[src/qerase_pkg.sv]
// ----------------------------------------------------------------------------
// qerase_pkg
// Shared types and constants for the queue with erase at a position.
// ----------------------------------------------------------------------------
package qerase_pkg;

  localparam int DEPTH_DEF       = 16;
  localparam int ENTRY_WIDTH_DEF = 32;

  localparam int ACTION_W = 2;
  localparam int VALUE_W  = 32;
  localparam int POS_W    = 4;
  localparam int COUNT_W  = 5;

  // Wide enough for a count or a cell index at the largest supported depth.
  localparam int IDX_W = 9;

  localparam logic [ACTION_W-1:0] ACT_PUSH  = 2'd0;
  localparam logic [ACTION_W-1:0] ACT_POP   = 2'd1;
  localparam logic [ACTION_W-1:0] ACT_ERASE = 2'd2;

  typedef struct packed {
    logic             push;
    logic             shift;
    logic [IDX_W-1:0] gap;
    logic [IDX_W-1:0] tail;
  } cell_ctl_t;

endpackage

[src/qerase_cell.sv]
// ----------------------------------------------------------------------------
// qerase_cell
// One queue slot. It takes its neighbor's entry when a gap opens at or below
// it, or loads the pushed handle when it is the tail slot.
// ----------------------------------------------------------------------------
module qerase_cell #(
  parameter int ENTRY_WIDTH = qerase_pkg::ENTRY_WIDTH_DEF,
  parameter int INDEX       = 0
) (
  input  logic                   clk,
  input  qerase_pkg::cell_ctl_t  ctl,
  input  logic [ENTRY_WIDTH-1:0] push_value,
  input  logic [ENTRY_WIDTH-1:0] next_value,
  output logic [ENTRY_WIDTH-1:0] value
);

  localparam logic [qerase_pkg::IDX_W-1:0] IDX = qerase_pkg::IDX_W'(INDEX);

  logic [ENTRY_WIDTH-1:0] data_r;
  logic [ENTRY_WIDTH-1:0] data_nxt;

  always_comb begin
    data_nxt = data_r;
    if (ctl.shift && (IDX >= ctl.gap)) begin
      data_nxt = next_value;
    end else if (ctl.push && (IDX == ctl.tail)) begin
      data_nxt = push_value;
    end
  end

  always_ff @(posedge clk) begin
    data_r <= data_nxt;
  end

  assign value = data_r;

endmodule

[src/qerase_ctrl.sv]
// ----------------------------------------------------------------------------
// qerase_ctrl
// Holds the entry count, decides each request's outcome, drives the cell
// row and registers the result.
// ----------------------------------------------------------------------------
module qerase_ctrl #(
  parameter int DEPTH = qerase_pkg::DEPTH_DEF
) (
  input  logic                                clk,
  input  logic                                rst_n,
  input  logic                                accept,
  input  logic [qerase_pkg::ACTION_W-1:0]     action,
  input  logic [qerase_pkg::POS_W-1:0]        position,
  input  logic [qerase_pkg::VALUE_W-1:0]      head_value,
  output qerase_pkg::cell_ctl_t               ctl,
  output logic                                res_valid,
  output logic                                res_ok,
  output logic [qerase_pkg::VALUE_W-1:0]      res_popped,
  output logic [qerase_pkg::COUNT_W-1:0]      res_count
);

  localparam int CNT_W = $clog2(DEPTH + 1);
  localparam int IW    = qerase_pkg::IDX_W;

  logic [CNT_W-1:0] cnt_r, cnt_nxt;
  logic             valid_r, ok_r;
  logic             ok_nxt;
  logic [qerase_pkg::VALUE_W-1:0] popped_r, popped_nxt;
  logic [IW-1:0]    cnt_wide;
  logic [IW-1:0]    pos_wide;
  logic [IW+qerase_pkg::COUNT_W-1:0] cnt_out_ext;

  assign cnt_wide = IW'(cnt_r);
  assign pos_wide = IW'(position);

  always_comb begin
    ctl        = '0;
    ctl.tail   = cnt_wide;
    ok_nxt     = 1'b0;
    popped_nxt = '0;
    cnt_nxt    = cnt_r;
    if (accept) begin
      unique case (action)
        qerase_pkg::ACT_PUSH: begin
          if (cnt_r != CNT_W'(DEPTH)) begin
            ctl.push = 1'b1;
            ok_nxt   = 1'b1;
            cnt_nxt  = cnt_r + CNT_W'(1);
          end
        end
        qerase_pkg::ACT_POP: begin
          if (cnt_r != '0) begin
            ctl.shift  = 1'b1;
            ok_nxt     = 1'b1;
            popped_nxt = head_value;
            cnt_nxt    = cnt_r - CNT_W'(1);
          end
        end
        qerase_pkg::ACT_ERASE: begin
          if (pos_wide < cnt_wide) begin
            ctl.shift = 1'b1;
            ctl.gap   = pos_wide;
            ok_nxt    = 1'b1;
            cnt_nxt   = cnt_r - CNT_W'(1);
          end
        end
        default: begin
          ok_nxt = 1'b0;
        end
      endcase
    end
  end

  always_ff @(posedge clk) begin
    if (!rst_n) begin
      cnt_r   <= '0;
      valid_r <= 1'b0;
      ok_r    <= 1'b0;
    end else begin
      cnt_r   <= cnt_nxt;
      valid_r <= accept;
      ok_r    <= ok_nxt;
    end
  end

  always_ff @(posedge clk) begin
    popped_r <= popped_nxt;
  end

  assign cnt_out_ext = {{qerase_pkg::COUNT_W{1'b0}}, cnt_wide};
  assign res_valid   = valid_r;
  assign res_ok      = ok_r;
  assign res_popped  = popped_r;
  assign res_count   = cnt_out_ext[qerase_pkg::COUNT_W-1:0];

endmodule

[src/queue_with_erase_at_position_core.sv]
// ----------------------------------------------------------------------------
// queue_with_erase_at_position_core
// Ordered queue of handles with push, pop and erase at a position. Every
// slot is a cell that moves up from its neighbor when a gap opens at or below it.
// The result is registered and appears in the cycle after the request is accepted.
// Throughput: one request per cycle; busy is never raised.
// Compaction is done by all cells at or above the gap in the same cycle.
// Reset clears the entry count; slot contents are undefined until written.
// The receiver cannot stall the result strobe.
// ----------------------------------------------------------------------------
module queue_with_erase_at_position_core #(
  parameter int DEPTH       = qerase_pkg::DEPTH_DEF,
  parameter int ENTRY_WIDTH = qerase_pkg::ENTRY_WIDTH_DEF
) (
  input  logic                                clk,
  input  logic                                rst_n,
  input  logic                                start,
  output logic                                busy,
  input  logic [qerase_pkg::ACTION_W-1:0]     in_action,
  input  logic [qerase_pkg::VALUE_W-1:0]      in_entry_value,
  input  logic [qerase_pkg::POS_W-1:0]        in_position,
  output logic                                out_valid,
  output logic                                out_ok,
  output logic [qerase_pkg::VALUE_W-1:0]      out_popped_value,
  output logic [qerase_pkg::COUNT_W-1:0]      out_entry_count
);

  localparam int VW = qerase_pkg::VALUE_W;

  qerase_pkg::cell_ctl_t  ctl;
  logic                   accept;
  logic [ENTRY_WIDTH-1:0] cell_value [DEPTH];
  logic [ENTRY_WIDTH-1:0] push_value;
  logic [ENTRY_WIDTH+VW-1:0] in_ext;
  logic [ENTRY_WIDTH+VW-1:0] head_ext;

  assign busy   = 1'b0;
  assign accept = start && !busy;

  assign in_ext     = {{ENTRY_WIDTH{1'b0}}, in_entry_value};
  assign push_value = in_ext[ENTRY_WIDTH-1:0];
  assign head_ext   = {{VW{1'b0}}, cell_value[0]};

  for (genvar i = 0; i < DEPTH; i++) begin : g_cell
    if (i == DEPTH - 1) begin : g_last
      qerase_cell #(.ENTRY_WIDTH(ENTRY_WIDTH), .INDEX(i)) u_cell (
        .clk        (clk),
        .ctl        (ctl),
        .push_value (push_value),
        .next_value (cell_value[i]),
        .value      (cell_value[i])
      );
    end else begin : g_mid
      qerase_cell #(.ENTRY_WIDTH(ENTRY_WIDTH), .INDEX(i)) u_cell (
        .clk        (clk),
        .ctl        (ctl),
        .push_value (push_value),
        .next_value (cell_value[i+1]),
        .value      (cell_value[i])
      );
    end
  end

  qerase_ctrl #(.DEPTH(DEPTH)) u_ctrl (
    .clk        (clk),
    .rst_n      (rst_n),
    .accept     (accept),
    .action     (in_action),
    .position   (in_position),
    .head_value (head_ext[VW-1:0]),
    .ctl        (ctl),
    .res_valid  (out_valid),
    .res_ok     (out_ok),
    .res_popped (out_popped_value),
    .res_count  (out_entry_count)
  );

endmodule

[config.mk]
export PLATFORM = sky130hd
export DESIGN_NAME = queue_with_erase_at_position_core
export DESIGN_NICKNAME = d
export VERILOG_FILES = /design/src/qerase_pkg.sv /design/src/qerase_cell.sv /design/src/qerase_ctrl.sv /design/src/queue_with_erase_at_position_core.sv
export SDC_FILE = /design/constraint.sdc
export NUM_CORES = 1
export LEC_CHECK = 0
export BUFFER_PORTS_ARGS = -buffer_cell sky130_fd_sc_hd__buf_4
export CORE_ASPECT_RATIO = 1.4
export CORE_MARGIN = 10
export CORE_UTILIZATION = 45
export DETAILED_ROUTE_END_ITERATION = 7
export PLACE_DENSITY = 0.69
export REMOVE_ABC_BUFFERS = 1
export SYNTH_ARGS = -nofsm -noshare
export SYNTH_HDL_FRONTEND = slang
export SYNTH_HIERARCHICAL = 1
export SYNTH_SLANG_ARGS = --single-unit
[constraint.sdc]
create_clock -name clk -period 6.7 [get_ports clk]
set_input_delay 1.005 -clock clk [delete_from_list [all_inputs] [get_ports clk]]
set_output_delay 1.005 -clock clk [all_outputs]
set_load 0.01 [all_outputs]
==> flow_summary.json <==
{
  "synth_area_sq_um": 26100,
  "wl_per_cell_microns": 18.9,
  "crit_slowest_cell": "dfxtp_1",
  "period_share_pct": 73.7,
  "htreeDepth": 2,
  "grt_max_degree": 34,
  "port_buffers": 79,
  "status": "finished clean",
  "synth_edf_count": 512,
  "drt_iter0_markers": 661,
  "synth.top_cell.area_share_pct": 58.8,
  "insertion_delay_ns": 0.57,
  "synth_cells": 1344,
  "worstSetupStartpointType": "flop",
  "cp.buffers_inverters": 2,
  "via_per_inst": 5.33,
  "clockRootBuffer": "clkbuf_16",
  "leakagePower_nw": 11.6,
  "end_kind": "flop",
  "hold_viol": 0,
  "utilization_pct": 50.2,
  "start_util_pct": 45.4,
  "via_count": 11800,
  "worstPathArrival_ns": 5.19,
  "synth_ff_type": "edfxtp_1",
  "row_count": 104,
  "slew_viol_final": 0,
  "synth_seq_cells": 551,
  "clock_skew_ns": 0.0211,
  "dr.pass1.iters": 5,
  "clkTransAtPathRegs_ns": 0.06,
  "grt_pass1_vias": 12600,
  "io_pins": 81,
  "drcViolationCount": 0,
  "die_x_microns": 224,
  "num-nets-final": 1485,
  "gp_congestion": 0.825,
  "mostFrequentLayoutCell": "edfxtp_1",
  "antenna_cells": 0,
  "syn_to_final_growth_pct": 10.4,
  "synthTopCellsByArea": "edfxtp_1, mux2_4, dfxtp_1",
  "grt-ovfl-total": 0,
  "syn_avg_cell_area_sq_um": 19.4,
  "drive_gt1_share_pct": 49.5,
  "hp-class": "reg -> reg",
  "cts_setup_buffers": 0,
  "grt_first_pass_wirelength_microns": 68700,
  "wl_microns": 41900,
  "cp_max_fo": 33,
  "yosysTopAreaCell": "edfxtp_1",
  "antenna_violating_nets_post_route": 0,
  "core_sq_um": 57500,
  "crit_type": "reg -> reg",
  "dieArea_sq_um": 68300,
  "path_delay_family": "simple AND/OR/NAND/NOR gates",
  "setup_viol": 0,
  "rsz0062_at_grt": "no",
  "period_needed_ns": 4.94,
  "grt_use_total_pct": 12.1,
  "die_h_microns": 305,
  "max_slew_margin_pct": 16.2,
  "powerDensity_nw_per_um2": 246,
  "worst_pin_slew_ns": 1.25,
  "ys_seq_area_share_pct": 61.8,
  "antenna_found_initial": 0,
  "crit_required_ns": 6.95,
  "n_fill_cell": 4630,
  "ir_drop_v": 0.000160,
  "ys_types": 54,
  "async_reset_ff_share_pct": 0,
  "max_cap_viol_count": 0,
  "cts_resized": 0,
  "hold_buffers": 0,
  "cp_cell_sequence": "inv_1, ha_1, a2111o_1, o21ai_0, o211a_1, and2_1, o31ai_1, nand4b_4, nand2_1, buf_4",
  "clk_path_buf_depth": 3,
  "max_stage_delay_ns": 0.83,
  "cts_tree": "built",
  "hpwlAfterDp_microns": 27900,
  "yosys_warnings": 6,
  "cts.sinks": 551,
  "hold_slack_ns": 0.434,
  "fin_setup_tns_ns": 0,
  "final_cell_mix": "edfxtp_1, mux2_4, buf_4",
  "cts_buffers": 51,
  "fmax_mhz": 203
}
[cells in the mapped netlist (all sizes together), types with 4 or more instances]
cell	instances
and2	39
clkbuf	4
nand4b	22
nor4b	8
nor4	32
nand2	19
nand3b	8
buf	63
o211a	4
ha	10
dfxtp	39
o21ai	10
mux2	512
edfxtp	512
inv	10
nand3	9
nor4bb	4
[state kept, by name, indices dropped and copies added (netlist names)]
signal	count
g_cell.g_mid.u_cell/value	480
g_cell.g_last.u_cell/value	32
u_ctrl/res_popped	32
u_ctrl/res_count	5
u_ctrl/res_ok	1
u_ctrl/res_valid	1
[worst reg2reg max path: cells and delay by family, from the launching register on]
family | cells | cell delay (ns)
and+or+nand+nor | 3 | 1.90
AOI/OAI and AO/OA | 4 | 1.08
DFF | 1 | 0.83
buffers and inverters | 2 | 0.50
adders and majority gates | 1 | 0.32
[worst paths after layout]
path                                                       start                                to  slack [ns]  depth (start not counted)
worst max-delay path                         u_ctrl/res_count[1]  g_cell[8].g_mid.u_cell/value[15]        1.76                         10
worst min register to register  g_cell[0].g_mid.u_cell/value[16]             u_ctrl/res_popped[16]        0.43                          1
worst max register to register               u_ctrl/res_count[1]  g_cell[8].g_mid.u_cell/value[15]        1.76                         10
worst min-delay path            g_cell[0].g_mid.u_cell/value[16]             u_ctrl/res_popped[16]        0.43                          1
[layout make-up]
type | count | area, sq um | share of cell area (%)
clock inverters | 26 | 214 | 0.742
inverters | 10 | 37.5 | 0.130
multi-input cells | 724 | 9390 | 32.5
clock buffers | 67 | 1420 | 4.91
flip-flops and latches | 551 | 16200 | 56.0
repair buffers | 95 | 713 | 2.47
well taps | 742 | 928 | 3.22
[through the flow]
| stage | std cells | power [mW] | setup slack (ns) | area [sq um] |
|---|---|---|---|---|
| 6_report | 2215 | 7.11 | 1.76 | 28900 |
| 5_1_grt | 2215 | 7.38 | 1.45 | 28900 |
| 4_1_cts | 2215 | 7.21 | 1.75 | 28900 |
| 3_5_place_dp | 2122 | 4.36 | 1.62 | 27200 |
| 3_3_place_gp | 2122 | 4.34 | 1.76 | 27200 |
| 2_1_floorplan | 1285 | 4.21 | 0.996 | 25500 |
[per-layer routing]
| layer | routed length, microns | global-route usage (%) |
|---|---|---|
| met5 | 0 | 0 |
| met4 | 934 | 3.81 |
| met3 | 1480 | 2.01 |
| met2 | 21500 | 21.5 |
| met1 | 18000 | 14.7 |
[power by group]
group | switching, mW | internal (mW) | leakage, nW
registers | 0.0347 | 3.78 | 4.92
clock network | 1.22 | 1.60 | 0.793
logic | 0.197 | 0.283 | 5.86
[cell families after synthesis]
logic type      after synthesis  synth area share (%)
xor+xnor                      3                 0.101
flops                       551                  61.8
fa+ha+maj                    11                 0.555
simple gates                154                  5.04
compound gates               32                 0.967
mux                         514                  28.8
buf+inv                      77                  2.70
other cells                   2                0.0287
Power figures use the tool's default switching activity.
